### src/rtl/rsa_pkg.sv
// rsa_pkg: shared types and constants of the RPN stack ALU.
// Used by every file in rtl/. Depends on nothing.
package rsa_pkg;

   localparam int STACK_DEPTH = 16;
   localparam int WORD_W      = 32;
   localparam int OPCODE_W    = 3;
   localparam int STATUS_W    = 3;
   localparam int ADDR_W      = $clog2(STACK_DEPTH);
   localparam int COUNT_W     = $clog2(STACK_DEPTH + 1);
   localparam int STEP_W      = $clog2(WORD_W);

   typedef enum logic [OPCODE_W-1:0] {
      OP_PUSH = 3'd0,
      OP_ADD  = 3'd1,
      OP_SUB  = 3'd2,
      OP_MUL  = 3'd3,
      OP_DIV  = 3'd4,
      OP_DUP  = 3'd5,
      OP_SWAP = 3'd6,
      OP_PEEK = 3'd7
   } opcode_type;

   typedef enum logic [STATUS_W-1:0] {
      ST_OK    = 3'd0,
      ST_FEW   = 3'd1,
      ST_OVER  = 3'd2,
      ST_UNDER = 3'd3,
      ST_DIVZ  = 3'd4,
      ST_EMPTY = 3'd5,
      ST_FULL  = 3'd6
   } status_type;

   typedef enum logic [3:0] {
      S_IDLE,
      S_RD_X,
      S_RD_Y,
      S_LOAD_Y,
      S_DUP_WR,
      S_SWAP_HI,
      S_SWAP_LO,
      S_ALU_START,
      S_ALU_WAIT,
      S_RD_TOP,
      S_TOP_WAIT,
      S_FINISH
   } seq_state_type;

   typedef enum logic [2:0] {
      ALU_IDLE,
      ALU_ADD,
      ALU_MUL,
      ALU_DIV,
      ALU_FIN,
      ALU_DONE
   } alu_state_type;

   typedef struct packed {
      logic       start;
      opcode_type op;
   } alu_cmd_type;

   typedef struct packed {
      logic       done;
      status_type status;
   } alu_rsp_type;

endpackage

### src/rtl/rsa_channel_if.sv
// rsa_channel_if: valid/ready channels for requests and responses.
// Depends on rsa_pkg for field widths.
interface rsa_req_if;
   logic                                 valid;
   logic                                 ready;
   logic [rsa_pkg::OPCODE_W-1:0]         opcode;
   logic signed [rsa_pkg::WORD_W-1:0]    push_value;

   modport source (output valid, output opcode, output push_value, input ready);
   modport sink   (input valid, input opcode, input push_value, output ready);
endinterface

interface rsa_rsp_if;
   logic                                 valid;
   logic                                 ready;
   logic [rsa_pkg::STATUS_W-1:0]         status;
   logic signed [rsa_pkg::WORD_W-1:0]    top_value;
   logic [rsa_pkg::COUNT_W-1:0]          entry_count;

   modport source (output valid, output status, output top_value, output entry_count,
                   input ready);
   modport sink   (input valid, input status, input top_value, input entry_count,
                   output ready);
endinterface

### src/rtl/rpn_stack_alu_core.sv
// rpn_stack_alu_core: top level of the RPN stack calculator engine.
// Depends on rsa_pkg, rsa_channel_if, rsa_stack_mem and rsa_alu_unit.
//
// Usage:
//  - req_chan carries one command per transfer: opcode and push_value
//    (push_value matters for push only). Binary ops use top as x and the
//    entry below as y, and push y op x.
//  - rsp_chan returns exactly one response per command: status, the new
//    top of stack (zero when empty) and the new entry count.
//  - One command at a time; req_chan.ready is high only while the
//    sequencer is idle. Mul and div run on the shared ALU, one bit per
//    cycle over 32 steps.
//  - Every command ends with a read of the new top from the stack RAM
//    (one read port, registered data).
//  - The response sits in an output register; a new command is accepted
//    while it waits. If the receiver stalls, the next command runs to its
//    end and holds until the response register frees up.
//  - Synchronous active-high reset empties the stack (count to zero) and
//    drops any pending response. RAM contents are left as they are.
module rpn_stack_alu_core (
   input  logic       clock,
   input  logic       reset,
   rsa_req_if.sink    req_chan,
   rsa_rsp_if.source  rsp_chan
);

   localparam int W = rsa_pkg::WORD_W;
   localparam int A = rsa_pkg::ADDR_W;
   localparam int C = rsa_pkg::COUNT_W;
   localparam logic [C-1:0] DEPTH_COUNT = C'(rsa_pkg::STACK_DEPTH);

   // sequencer state
   rsa_pkg::seq_state_type  state_ff, state_in;
   rsa_pkg::opcode_type     op_ff, op_in;
   rsa_pkg::status_type     status_ff, status_in;
   logic [C-1:0]            cnt_ff, cnt_in;
   logic [W-1:0]            x_ff, x_in;
   logic [W-1:0]            y_ff, y_in;
   logic [W-1:0]            top_ff, top_in;

   // response register
   logic                    rsp_valid_ff, rsp_valid_in;
   rsa_pkg::status_type     rsp_status_ff, rsp_status_in;
   logic [W-1:0]            rsp_top_ff, rsp_top_in;
   logic [C-1:0]            rsp_count_ff, rsp_count_in;

   // RAM and ALU hookup
   logic                    wr_en;
   logic [A-1:0]            wr_addr, rd_addr;
   logic [W-1:0]            wr_data, rd_data;
   rsa_pkg::alu_cmd_type    alu_cmd;
   rsa_pkg::alu_rsp_type    alu_rsp;
   logic [W-1:0]            alu_result;

   logic [C-1:0]            cnt_m1, cnt_m2;
   rsa_pkg::opcode_type     req_op;
   logic                    is_empty, is_full, too_few;

   assign cnt_m1   = cnt_ff - C'(1);
   assign cnt_m2   = cnt_ff - C'(2);
   assign req_op   = rsa_pkg::opcode_type'(req_chan.opcode);
   assign is_empty = (cnt_ff == '0);
   assign is_full  = (cnt_ff >= DEPTH_COUNT);
   assign too_few  = (cnt_ff < C'(2));

   rsa_stack_mem u_stack_mem (
      .clock   (clock),
      .wr_en   (wr_en),
      .wr_addr (wr_addr),
      .wr_data (wr_data),
      .rd_addr (rd_addr),
      .rd_data (rd_data)
   );

   rsa_alu_unit u_alu (
      .clock  (clock),
      .reset  (reset),
      .cmd    (alu_cmd),
      .y_word (y_ff),
      .x_word (x_ff),
      .rsp    (alu_rsp),
      .result (alu_result)
   );

   always_comb begin
      state_in      = state_ff;
      op_in         = op_ff;
      status_in     = status_ff;
      cnt_in        = cnt_ff;
      x_in          = x_ff;
      y_in          = y_ff;
      top_in        = top_ff;
      rsp_valid_in  = rsp_valid_ff && !rsp_chan.ready;
      rsp_status_in = rsp_status_ff;
      rsp_top_in    = rsp_top_ff;
      rsp_count_in  = rsp_count_ff;
      wr_en         = 1'b0;
      wr_addr       = cnt_ff[A-1:0];
      wr_data       = req_chan.push_value;
      rd_addr       = cnt_m1[A-1:0];
      alu_cmd.start = 1'b0;
      alu_cmd.op    = op_ff;

      unique case (state_ff)
         rsa_pkg::S_IDLE: begin
            if (req_chan.valid) begin
               op_in     = req_op;
               status_in = rsa_pkg::ST_OK;
               state_in  = rsa_pkg::S_RD_TOP;
               unique case (req_op)
                  rsa_pkg::OP_PUSH: begin
                     if (is_full) begin
                        status_in = rsa_pkg::ST_FULL;
                     end else begin
                        wr_en  = 1'b1;
                        cnt_in = cnt_ff + C'(1);
                     end
                  end
                  rsa_pkg::OP_ADD, rsa_pkg::OP_SUB, rsa_pkg::OP_MUL,
                  rsa_pkg::OP_DIV, rsa_pkg::OP_SWAP: begin
                     if (too_few) begin
                        status_in = rsa_pkg::ST_FEW;
                     end else begin
                        state_in = rsa_pkg::S_RD_X;
                     end
                  end
                  rsa_pkg::OP_DUP: begin
                     if (is_empty) begin
                        status_in = rsa_pkg::ST_EMPTY;
                     end else if (is_full) begin
                        status_in = rsa_pkg::ST_FULL;
                     end else begin
                        state_in = rsa_pkg::S_RD_X;
                     end
                  end
                  rsa_pkg::OP_PEEK: begin
                     if (is_empty) begin
                        status_in = rsa_pkg::ST_EMPTY;
                     end
                  end
                  default: ;
               endcase
            end
         end
         rsa_pkg::S_RD_X: begin
            // top entry read
            rd_addr  = cnt_m1[A-1:0];
            state_in = (op_ff == rsa_pkg::OP_DUP) ? rsa_pkg::S_DUP_WR : rsa_pkg::S_RD_Y;
         end
         rsa_pkg::S_DUP_WR: begin
            wr_en    = 1'b1;
            wr_addr  = cnt_ff[A-1:0];
            wr_data  = rd_data;
            cnt_in   = cnt_ff + C'(1);
            state_in = rsa_pkg::S_RD_TOP;
         end
         rsa_pkg::S_RD_Y: begin
            rd_addr  = cnt_m2[A-1:0];
            x_in     = rd_data;
            state_in = rsa_pkg::S_LOAD_Y;
         end
         rsa_pkg::S_LOAD_Y: begin
            y_in     = rd_data;
            state_in = (op_ff == rsa_pkg::OP_SWAP) ? rsa_pkg::S_SWAP_HI
                                                   : rsa_pkg::S_ALU_START;
         end
         rsa_pkg::S_SWAP_HI: begin
            wr_en    = 1'b1;
            wr_addr  = cnt_m1[A-1:0];
            wr_data  = y_ff;
            state_in = rsa_pkg::S_SWAP_LO;
         end
         rsa_pkg::S_SWAP_LO: begin
            wr_en    = 1'b1;
            wr_addr  = cnt_m2[A-1:0];
            wr_data  = x_ff;
            state_in = rsa_pkg::S_RD_TOP;
         end
         rsa_pkg::S_ALU_START: begin
            // both operands are consumed whatever the outcome
            alu_cmd.start = 1'b1;
            cnt_in        = cnt_m2;
            state_in      = rsa_pkg::S_ALU_WAIT;
         end
         rsa_pkg::S_ALU_WAIT: begin
            if (alu_rsp.done) begin
               status_in = alu_rsp.status;
               if (alu_rsp.status == rsa_pkg::ST_OK) begin
                  wr_en   = 1'b1;
                  wr_addr = cnt_ff[A-1:0];
                  wr_data = alu_result;
                  cnt_in  = cnt_ff + C'(1);
               end
               state_in = rsa_pkg::S_RD_TOP;
            end
         end
         rsa_pkg::S_RD_TOP: begin
            // address wraps when empty; the data is masked below
            rd_addr  = cnt_m1[A-1:0];
            state_in = rsa_pkg::S_TOP_WAIT;
         end
         rsa_pkg::S_TOP_WAIT: begin
            top_in   = is_empty ? '0 : rd_data;
            state_in = rsa_pkg::S_FINISH;
         end
         rsa_pkg::S_FINISH: begin
            if (!rsp_valid_ff || rsp_chan.ready) begin
               rsp_valid_in  = 1'b1;
               rsp_status_in = status_ff;
               rsp_top_in    = top_ff;
               rsp_count_in  = cnt_ff;
               state_in      = rsa_pkg::S_IDLE;
            end
         end
         default: begin
            state_in = rsa_pkg::S_IDLE;
         end
      endcase
   end

   always_ff @(posedge clock) begin
      if (reset) begin
         state_ff     <= rsa_pkg::S_IDLE;
         cnt_ff       <= '0;
         rsp_valid_ff <= 1'b0;
      end else begin
         state_ff     <= state_in;
         cnt_ff       <= cnt_in;
         rsp_valid_ff <= rsp_valid_in;
      end
   end

   always_ff @(posedge clock) begin
      op_ff         <= op_in;
      status_ff     <= status_in;
      x_ff          <= x_in;
      y_ff          <= y_in;
      top_ff        <= top_in;
      rsp_status_ff <= rsp_status_in;
      rsp_top_ff    <= rsp_top_in;
      rsp_count_ff  <= rsp_count_in;
   end

   assign req_chan.ready       = (state_ff == rsa_pkg::S_IDLE);
   assign rsp_chan.valid       = rsp_valid_ff;
   assign rsp_chan.status      = rsp_status_ff;
   assign rsp_chan.top_value   = rsp_top_ff;
   assign rsp_chan.entry_count = rsp_count_ff;

endmodule

### src/rtl/rsa_stack_mem.sv
// rsa_stack_mem: stack storage, one write port, one read port with registered data.
// Depends on rsa_pkg for depth and word width.
module rsa_stack_mem (
   input  logic                         clock,
   input  logic                         wr_en,
   input  logic [rsa_pkg::ADDR_W-1:0]   wr_addr,
   input  logic [rsa_pkg::WORD_W-1:0]   wr_data,
   input  logic [rsa_pkg::ADDR_W-1:0]   rd_addr,
   output logic [rsa_pkg::WORD_W-1:0]   rd_data
);

   logic [rsa_pkg::WORD_W-1:0] store_ff [rsa_pkg::STACK_DEPTH];
   logic [rsa_pkg::WORD_W-1:0] rd_data_ff;

   always_ff @(posedge clock) begin
      if (wr_en) begin
         store_ff[wr_addr] <= wr_data;
      end
      rd_data_ff <= store_ff[rd_addr];
   end

   assign rd_data = rd_data_ff;

endmodule

### src/rtl/rsa_alu_unit.sv
// rsa_alu_unit: shared 33-bit adder driven as add/sub, shift-add multiplier
// and restoring divider, one bit per cycle. Depends on rsa_pkg.
module rsa_alu_unit (
   input  logic                         clock,
   input  logic                         reset,
   input  rsa_pkg::alu_cmd_type         cmd,
   input  logic [rsa_pkg::WORD_W-1:0]   y_word,
   input  logic [rsa_pkg::WORD_W-1:0]   x_word,
   output rsa_pkg::alu_rsp_type         rsp,
   output logic [rsa_pkg::WORD_W-1:0]   result
);

   localparam int W = rsa_pkg::WORD_W;
   localparam logic [rsa_pkg::STEP_W-1:0] STEP_LAST = rsa_pkg::STEP_W'(W - 1);

   rsa_pkg::alu_state_type      state_ff, state_in;
   rsa_pkg::opcode_type         op_ff, op_in;
   rsa_pkg::status_type         status_ff, status_in;
   logic [W-1:0]                a_ff, a_in;      // product high / remainder
   logic [W-1:0]                b_ff, b_in;      // multiplicand / divisor magnitude
   logic [W-1:0]                q_ff, q_in;      // multiplier -> product low / quotient
   logic [W-1:0]                result_ff, result_in;
   logic [rsa_pkg::STEP_W-1:0]  step_ff, step_in;
   logic                        neg_ff, neg_in;

   logic [W:0]                  opa, opb;
   logic                        cin;
   logic [W+1:0]                sum;
   logic [W-1:0]                y_mag, x_mag, q_neg;
   logic                        too_big, ge;

   assign y_mag = y_word[W-1] ? (~y_word + W'(1)) : y_word;
   assign x_mag = x_word[W-1] ? (~x_word + W'(1)) : x_word;
   assign q_neg = ~q_ff + W'(1);

   // the one adder, steered by state
   always_comb begin
      opa = '0;
      opb = '0;
      cin = 1'b0;
      unique case (state_ff)
         rsa_pkg::ALU_ADD: begin
            opa = {y_word[W-1], y_word};
            if (op_ff == rsa_pkg::OP_SUB) begin
               opb = ~{x_word[W-1], x_word};
               cin = 1'b1;
            end else begin
               opb = {x_word[W-1], x_word};
            end
         end
         rsa_pkg::ALU_MUL: begin
            opa = {1'b0, a_ff};
            opb = q_ff[0] ? {1'b0, b_ff} : '0;
         end
         rsa_pkg::ALU_DIV: begin
            opa = {a_ff, q_ff[W-1]};
            opb = ~{1'b0, b_ff};
            cin = 1'b1;
         end
         default: ;
      endcase
      sum = {1'b0, opa} + {1'b0, opb} + {{(W + 1){1'b0}}, cin};
   end

   assign ge = sum[W+1];

   // magnitude out of range after the last step
   always_comb begin
      if (op_ff == rsa_pkg::OP_MUL) begin
         if (neg_ff) begin
            too_big = (a_ff != '0) || (q_ff[W-1] && (q_ff[W-2:0] != '0));
         end else begin
            too_big = (a_ff != '0) || q_ff[W-1];
         end
      end else begin
         too_big = !neg_ff && q_ff[W-1];
      end
   end

   always_comb begin
      state_in  = state_ff;
      op_in     = op_ff;
      status_in = status_ff;
      a_in      = a_ff;
      b_in      = b_ff;
      q_in      = q_ff;
      result_in = result_ff;
      step_in   = step_ff;
      neg_in    = neg_ff;
      unique case (state_ff)
         rsa_pkg::ALU_IDLE: begin
            if (cmd.start) begin
               op_in     = cmd.op;
               neg_in    = y_word[W-1] ^ x_word[W-1];
               status_in = rsa_pkg::ST_OK;
               result_in = '0;
               step_in   = '0;
               a_in      = '0;
               b_in      = x_mag;
               q_in      = y_mag;
               if (cmd.op == rsa_pkg::OP_MUL) begin
                  state_in = rsa_pkg::ALU_MUL;
               end else if (cmd.op == rsa_pkg::OP_DIV) begin
                  if (x_word == '0) begin
                     status_in = rsa_pkg::ST_DIVZ;
                     state_in  = rsa_pkg::ALU_DONE;
                  end else begin
                     state_in = rsa_pkg::ALU_DIV;
                  end
               end else begin
                  state_in = rsa_pkg::ALU_ADD;
               end
            end
         end
         rsa_pkg::ALU_ADD: begin
            result_in = sum[W-1:0];
            if (sum[W] != sum[W-1]) begin
               status_in = sum[W] ? rsa_pkg::ST_UNDER : rsa_pkg::ST_OVER;
            end
            state_in = rsa_pkg::ALU_DONE;
         end
         rsa_pkg::ALU_MUL: begin
            a_in    = sum[W:1];
            q_in    = {sum[0], q_ff[W-1:1]};
            step_in = step_ff + rsa_pkg::STEP_W'(1);
            if (step_ff == STEP_LAST) begin
               state_in = rsa_pkg::ALU_FIN;
            end
         end
         rsa_pkg::ALU_DIV: begin
            a_in    = ge ? sum[W-1:0] : opa[W-1:0];
            q_in    = {q_ff[W-2:0], ge};
            step_in = step_ff + rsa_pkg::STEP_W'(1);
            if (step_ff == STEP_LAST) begin
               state_in = rsa_pkg::ALU_FIN;
            end
         end
         rsa_pkg::ALU_FIN: begin
            result_in = neg_ff ? q_neg : q_ff;
            if (too_big) begin
               status_in = neg_ff ? rsa_pkg::ST_UNDER : rsa_pkg::ST_OVER;
            end
            state_in = rsa_pkg::ALU_DONE;
         end
         rsa_pkg::ALU_DONE: begin
            state_in = rsa_pkg::ALU_IDLE;
         end
         default: begin
            state_in = rsa_pkg::ALU_IDLE;
         end
      endcase
   end

   always_ff @(posedge clock) begin
      if (reset) begin
         state_ff <= rsa_pkg::ALU_IDLE;
         step_ff  <= '0;
      end else begin
         state_ff <= state_in;
         step_ff  <= step_in;
      end
   end

   always_ff @(posedge clock) begin
      op_ff     <= op_in;
      status_ff <= status_in;
      a_ff      <= a_in;
      b_ff      <= b_in;
      q_ff      <= q_in;
      result_ff <= result_in;
      neg_ff    <= neg_in;
   end

   assign rsp.done   = (state_ff == rsa_pkg::ALU_DONE);
   assign rsp.status = status_ff;
   assign result     = result_ff;

endmodule
### src/flat_wrapper.sv
// flat-port wrapper written by rule: the top's interface ports become plain ports
module rpn_stack_alu_core_flat 
  (clock, reset, req_chan_valid, req_chan_opcode, req_chan_push_value, req_chan_ready, rsp_chan_valid, rsp_chan_status, rsp_chan_top_value, rsp_chan_entry_count, rsp_chan_ready);
  rsa_req_if req_chan_i ();
  rsa_rsp_if rsp_chan_i ();
  input  logic clock;
  input  logic reset;
  input wire logic [$bits(req_chan_i.valid)-1:0] req_chan_valid;
  input wire logic [$bits(req_chan_i.opcode)-1:0] req_chan_opcode;
  input wire logic [$bits(req_chan_i.push_value)-1:0] req_chan_push_value;
  output wire logic [$bits(req_chan_i.ready)-1:0] req_chan_ready;
  output wire logic [$bits(rsp_chan_i.valid)-1:0] rsp_chan_valid;
  output wire logic [$bits(rsp_chan_i.status)-1:0] rsp_chan_status;
  output wire logic [$bits(rsp_chan_i.top_value)-1:0] rsp_chan_top_value;
  output wire logic [$bits(rsp_chan_i.entry_count)-1:0] rsp_chan_entry_count;
  input wire logic [$bits(rsp_chan_i.ready)-1:0] rsp_chan_ready;
  assign req_chan_i.valid = req_chan_valid;
  assign req_chan_i.opcode = req_chan_opcode;
  assign req_chan_i.push_value = req_chan_push_value;
  assign req_chan_ready = req_chan_i.ready;
  assign rsp_chan_valid = rsp_chan_i.valid;
  assign rsp_chan_status = rsp_chan_i.status;
  assign rsp_chan_top_value = rsp_chan_i.top_value;
  assign rsp_chan_entry_count = rsp_chan_i.entry_count;
  assign rsp_chan_i.ready = rsp_chan_ready;
  rpn_stack_alu_core u_core (.clock(clock), .reset(reset), .req_chan(req_chan_i), .rsp_chan(rsp_chan_i));
endmodule
### config.mk
export PLATFORM = sky130hd
export DESIGN_NAME = rpn_stack_alu_core_flat
export DESIGN_NICKNAME = d
export VERILOG_FILES = /design/src/rtl/rsa_pkg.sv /design/src/rtl/rsa_channel_if.sv /design/src/rtl/rpn_stack_alu_core.sv /design/src/rtl/rsa_stack_mem.sv /design/src/rtl/rsa_alu_unit.sv /design/src/flat_wrapper.sv
export SDC_FILE = /design/constraint.sdc
export NUM_CORES = 1
export LEC_CHECK = 0
export BUFFER_PORTS_ARGS = -buffer_cell sky130_fd_sc_hd__buf_2
export CAP_MARGIN = 10
export CORE_ASPECT_RATIO = 1.75
export CORE_MARGIN = 4
export CORE_UTILIZATION = 62
export CTS_BUF_LIST = sky130_fd_sc_hd__clkbuf_2 sky130_fd_sc_hd__clkbuf_4 sky130_fd_sc_hd__clkbuf_8
export CTS_CLUSTER_DIAMETER = 100
export DETAILED_ROUTE_END_ITERATION = 10
export GPL_TIMING_DRIVEN = 0
export PLACE_DENSITY = 0.85
export SETUP_SLACK_MARGIN = 0.1
export SKIP_LAST_GASP = 1
export SLEW_MARGIN = 20
export SYNTH_ARGS = -nofsm -noshare
export SYNTH_HDL_FRONTEND = slang
export SYNTH_HIERARCHICAL = 1
export SYNTH_SLANG_ARGS = --single-unit
### constraint.sdc
create_clock -name clock -period 6.9 [get_ports clock]
set_clock_uncertainty 0.05 [all_clocks]
set_input_delay 0.69 -clock clock [delete_from_list [all_inputs] [get_ports clock]]
set_output_delay 0.69 -clock clock [all_outputs]
set_load 0.005 [all_outputs]
# Word-level counts from Yosys, hierarchy flattened
# Memory sizes are Yosys's and may differ from the RTL's. A register that Yosys moved wholly into a read port is not among the register bits.
# Index checks and enable logic that the tools add are counted.
# word_totals
ramBits	512
wordCells	192
out_inout_bits	42
reg_bits	295
mem_count	1
# mem_list
memory	depth	word_bits	rd	rd_ports_with_merged_regs	write_ports	line	rtl
u_core.u_stack_mem.store_ff	16	32	1	1	1	rsa_stack_mem.sv:12	logic [rsa_pkg::WORD_W-1:0] store_ff [rsa_pkg::STACK_DEPTH];
# classes
add_sub_neg	9
n_mux	74
order_cmp	2
bitwise_logic	6
reduce_logical	38
eq_ne	41
# op_table
cell	count
$pmux W32 S3	3
$mux W32	8
$pmux W33 S3	2
$pmux W32 S4	1
$add A32 B1 Y32 const B	3
$not A32 Y32	3
$mux W3	17
$pmux W4 S11	1
$add A33 B33 Y34	1
$add A34 B1 Y34	1
$mux W33	1
$not A32 Y33	1
$not A33 Y33	1
$logic_not A32 Y1	1
$reduce_bool A32 Y1	1
$mux W31	1
$reduce_bool A31 Y1	1
$mux W5	6
$mux W4	7
$eq A3 B3 Y1 const B	9
$eq A3 B2 Y1 const B	7
$pmux W5 S4	1
$pmux W3 S3	2
$eq A4 B3 Y1 const B	4
38 further kinds	87

# Longest topological paths before layout
# depth
depth_word	8
mapped_depth	18
mapped_depth_nobuf	15

# Hierarchy
# Netlist, hierarchy kept.
# modules_own_cells
module	instances	seq_area_each_um2	cells_per_inst	area_per_inst_um2
rsa_stack_mem	1	16015.4	838	19835.3
rsa_alu_unit	1	4214.0	1305	11661.2
rpn_stack_alu_core	1	4464.3	486	6570.1

# Worst setup path after synthesis
# No wires, ideal clock.
# synth_timing
kind	register to register
start	register u_core.u_alu.state_ff[0]
end	memory u_core/u_stack_mem/store_ff[0][0] in the netlist's numbering, enable pin
setup_ps	461
setup_slack_ps	1117
arrival_time_ps	5272
path_stages_with_launch	13
cell_sequence	dfxtp_1 -> clkbuf_1 -> clkbuf_1 -> clkbuf_1 -> buf_1 -> nand2_1 -> nor2_1 -> nor4b_2 -> a22oi_2 -> clkbuf_1 -> nand2_1 -> or3b_2 -> nor3_1
# synth_rtl
item	line	rtl
start: declaration	rsa_alu_unit.sv:16	rsa_pkg::alu_state_type state_ff, state_in;
start signal: assignment	rsa_alu_unit.sv:156	state_ff <= rsa_pkg::ALU_IDLE;
start signal: assignment	rsa_alu_unit.sv:159	state_ff <= state_in;
end: declaration	rsa_stack_mem.sv:12	

# Worst setup path after layout
# layout_timing
start	register u_core.u_alu.state_ff[0]
end	register u_core.u_alu.a_ff[27], data pin
# layout_via
elab_chain_cells	6
# layout_lines
item	line	rtl
$eq A3 B2 Y1 or $eq A3 B1 Y1 (tied branches)	rsa_alu_unit.sv:41, rsa_alu_unit.sv:90	
$pmux W33 S3	rsa_alu_unit.sv:41	unique case (state_ff)
$add A33 B33 Y34	rsa_alu_unit.sv:62	sum = {1'b0, opa} + {1'b0, opb} + {{(W + 1){1'b0}}, cin};
$add A34 B1 Y34	rsa_alu_unit.sv:62	
$mux W32	rsa_alu_unit.sv:131	a_in = ge ? sum[W-1:0] : opa[W-1:0];
$pmux W32 S3 *	rsa_alu_unit.sv:90	unique case (state_ff)
via u_core.u_alu.a_in[27]	rsa_alu_unit.sv:19	logic [W-1:0] a_ff, a_in;
end signal: assignment	rsa_alu_unit.sv:167	a_ff <= a_in;
end: declaration	rsa_alu_unit.sv:19	
# Mark *: on every way through the listed nets, which the timed path passes. The rest lies on a longest branch.
# A chain may end at the register's enable or synchronous reset.

==> impl_metrics.csv <==
group,metric,value,unit
floorplanning,die_area,65600,sq um
sta,finalCritPeriodShare,97.1,%
run_status,status,"complete, no violations",
synth,syn_area,38100,sq um
synth,synth_most_common_cell,"edfxtp_1",
cts,clock-root-buffer,"clkbuf_8",
critical_path,criticalPathCategory,"register to register",
floorplanning,placementRows,119,
critical_path,cp_slowest_cell,"o31ai_1",
grt,use_met3,6.10,%
critical_path,arrival,7.14,ns
power_and_ir_drop,irDropWorstVdd,0.317,mV
floorplanning,die-height,336,microns
synth,yosys_warnings,6,
routing,first_iter_violations,3941,
synth,synth_cell_type_count,83,
synth,synth_seq_cells,839,
floorplanning,initial_core_util,63.0,%
synth,synth_top_family_by_area,"compound AO/OA/AOI/OAI gates",
layout,finish.utilization,70.5,%
synth,yosysSeqAreaShare,64.9,%
layout,area_growth_syn_to_layout,11.9,%
placement,place_inst,3542,
flow_run,maxCapViolCount,0,
synth,synth-main-ff-cell,"edfxtp_1",
hold_path,worstHoldPathType,"primary input to register",
grt,grt_max_degree,45,
critical_path,crit_path_max_fanout,10,
placement,dpl.hpwl,93.0,mm
routing,via_count,26800,
floorplanning,pin_count,81,
critical_path,max_stage_delay,0.77,ns
critical_path,path_delay_family,"compound AO/OA/AOI/OAI gates",
grt,grt.met2_usage,68.9,%
grt,grt-busiest-layer,"met2",
cts,ctsHtreeMaxLevel,3,
critical_path,start_kind,"register",
critical_path,cp.required,7.34,ns
cts,clock_path_buffers,3,
routing,dr.pass1.iters,10,
sta,period_minus_slack,6.70,ns
layout,layout-drive-gt1-share,18.9,%
synth,synth_largest_area_cell,"edfxtp_1",
grt,grt_antenna_before_repair,5,
cts,path_clk_slew,0.07,ns
layout,layout.nets,2958,
grt,grt_pass1_vias,26800,
synth,ys_top_cells_by_area,"edfxtp_1, mux4_2, nand2_1",
cts,cts_tree,"yes",
sta,fmax,149,MHz
sta,grt_setup_unrepaired,"no",
sta,max_slew.worst_pin.slew,1.25,ns
power_and_ir_drop,p_per_area,259,nW/um^2
grt,grt.total_usage,39.4,%
grt,met1_usage,42.6,%
sta,final-hold-violation-count,0,
floorplanning,fp.dieW,195,microns
synth,synth_top_cells_by_count,"edfxtp_1, nand2_1, mux4_2",
placement,gp_congestion,1.02,
floorplanning,design.core.area,60500,sq um
routing,avgRoutedWirePerCell,34.7,microns
synth,synthMuxAreaShare,9.12,%
sta,slew_viol_final,0,
routing,antenna_left,0,
critical_path,path_buf_inv,4,
sta,hold_ws,0.103,ns
sta,max_slew_margin,16.7,%
synth,synth-adder-area-share,1.52,%
critical_path,worstPathCellList,"clkbuf_1 > buf_2 > nand2_1 > clkbuf_1 > o221ai_1 > ha_1 > nor2b_1 > o2111ai_1 > a2111oi_2 > o31ai_1 > nand3_1 > nand2_1 > clkbuf_1 > a21oi_1 > a221oi_1",
routing,via_per_inst,7.14,
synth,synth.top_cell.area_share,62.2,%
synth,syn_inst,2629,
synth,async_flop_share,0,%
placement,io_buffers,80,
synth,synth_edf_count,789,
cts,clk_latency,0.78,ns
synth,synth_xor_area_share,3.50,%
layout,final_cells,3753,
cts,cts_inserted_buffers,112,
power_and_ir_drop,leakagePower,14.1,nW
critical_path,cp_common_cell,"clkbuf_1",
synth,synth_compound_area_share,10.4,%
grt,grt_overflow,0,
cts,clkSinkCount,839,
cts,cts_hold_buf,0,
synth,syn_nets,2713,
synth,yosys.area_share.simple,8.29,%
routing,route.detailed.drc,0,
synth,synth.avg_cell_area,14.5,sq um
sta,finalSetupViolCount,0,
grt,grt_pass1_wl,185,mm
critical_path,cp-end-kind,"register",
routing,drt_wl_total,130,mm
==> cell type report <==
class | instances | area, sq um
Clock buffer | 147 | 1850
Clock inverter | 57 | 487
Multi-Input combinational cell | 1590 | 12700
Timing Repair Buffer | 131 | 1020
Antenna cell | 3 | 7.51
Tap cell | 786 | 983
Sequential cell | 839 | 24700
Inverter | 27 | 104
Buffer | 173 | 774
Fill cell | 3737 | 17800
==> logic make-up (layout without fill, tap and decap cells) <==
family	after synthesis	count (layout)
flip-flops	839	839
AO/OA/AOI/OAI	580	580
adder cells (fa/ha/maj)	45	45
buffers and inverters	200	535
multiplexers	186	186
XOR/XNOR	152	152
other	0	3
AND/OR/NAND/NOR	627	627
==> final timing paths <==
kind                       startpoint                       endpoint  slack, ns  cells past startpoint
max          u_core/u_alu/state_ff[0]          u_core/u_alu/a_ff[27]       0.20                     15
min                req_chan_opcode[2]                u_core/op_ff[2]       0.10                      1
max reg2reg  u_core/u_alu/state_ff[0]          u_core/u_alu/a_ff[27]       0.20                     15
min reg2reg         u_core/top_ff[17]  u_core/rsp_chan.top_value[17]       0.36                      0
==> cells in the final DEF, fill, tap and decap left out, types with 20 or more instances in the layout <==
cell type,instances
a211oi_1,50
a21oi_1,118
a222oi_1,32
a22oi_1,68
a31oi_1,30
buf_1,24
buf_2,114
buf_4,37
clkbuf_1,95
clkbuf_4,27
clkbuf_8,120
clkinv_1,23
dfxtp_1,50
edfxtp_1,789
ha_1,43
inv_1,25
mux2i_1,51
mux4_2,128
nand2_1,278
nand3_1,54
nor2_1,59
nor2b_1,48
o21ai_0,109
o221ai_1,31
o31ai_1,29
or4_1,20
xnor2_1,101
xor2_1,51
==> what timing repair did <==
action / in CTS / in global routing
setup buffers: 0 / 4
resized for setup: 8 / 6
pin swaps: 0 / 1
gates cloned: 0 / 0
setup endpoints to repair: 68 / 25
==> where the power goes <==
part	leakage [nW]	internal (W)	switching [W]	total, W
clock network	1.23	0.00203	0.00192	0.00395
logic	5.35	0.000427	0.000792	0.00122
registers	7.53	0.00573	0.000118	0.00585
total	14.1	0.00820	0.00283	0.0110
==> layer usage <==
| metal | share of wire (%) | wire (microns) | up-vias |
|---|---|---|---|
| met5 | 0.017 | 22 | - |
| met4 | 9.9 | 12900 | 4 |
| met3 | 8.6 | 11200 | 618 |
| met2 | 51 | 66700 | 2193 |
| met1 | 30 | 39300 | 13100 |
| li1 | - | - | 10900 |
==> per-stage QoR <==
step / power [W] / TNS (ns) / setup WS, ns / instance area (sq um)
finish: 0.0110 / 0 / 0.202 / 42600
global route: 0.0113 / 0 / 0.105 / 42600
CTS: 0.0110 / 0 / 0.158 / 42600
detailed placement: 0.00710 / -14.89 / -0.897 / 40200
global placement: 0.00704 / -852.93 / -3.32 / 39500
floorplan: 0.00666 / 0 / 1.12 / 38100
==> state kept, by name, summed over array words and instances (netlist names) <==
name / flops
u_core/rsp_chan.top_value: 32
u_core/rsp_chan.entry_count: 5
u_core/u_alu/b_ff: 32
u_core/status_ff: 3
u_core/u_alu/a_ff: 32
u_core/u_stack_mem/rd_data: 32
u_core/top_ff: 32
u_core/u_alu/status_ff: 3
u_core/rsp_chan.status: 3
u_core/u_alu/q_ff: 32
u_core/state_ff: 4
u_core/op_ff: 3
u_core/cnt_ff: 5
u_core/u_alu/state_ff: 3
u_core/u_stack_mem/store_ff: 512
u_core/u_alu/neg_ff: 1
u_core/y_ff: 32
u_core/rsp_chan.valid: 1
u_core/u_alu/step_ff: 5
u_core/x_ff: 32
u_core/u_alu/op_ff: 3
u_core/u_alu/result: 32
Power figures use the tool's default switching activity.
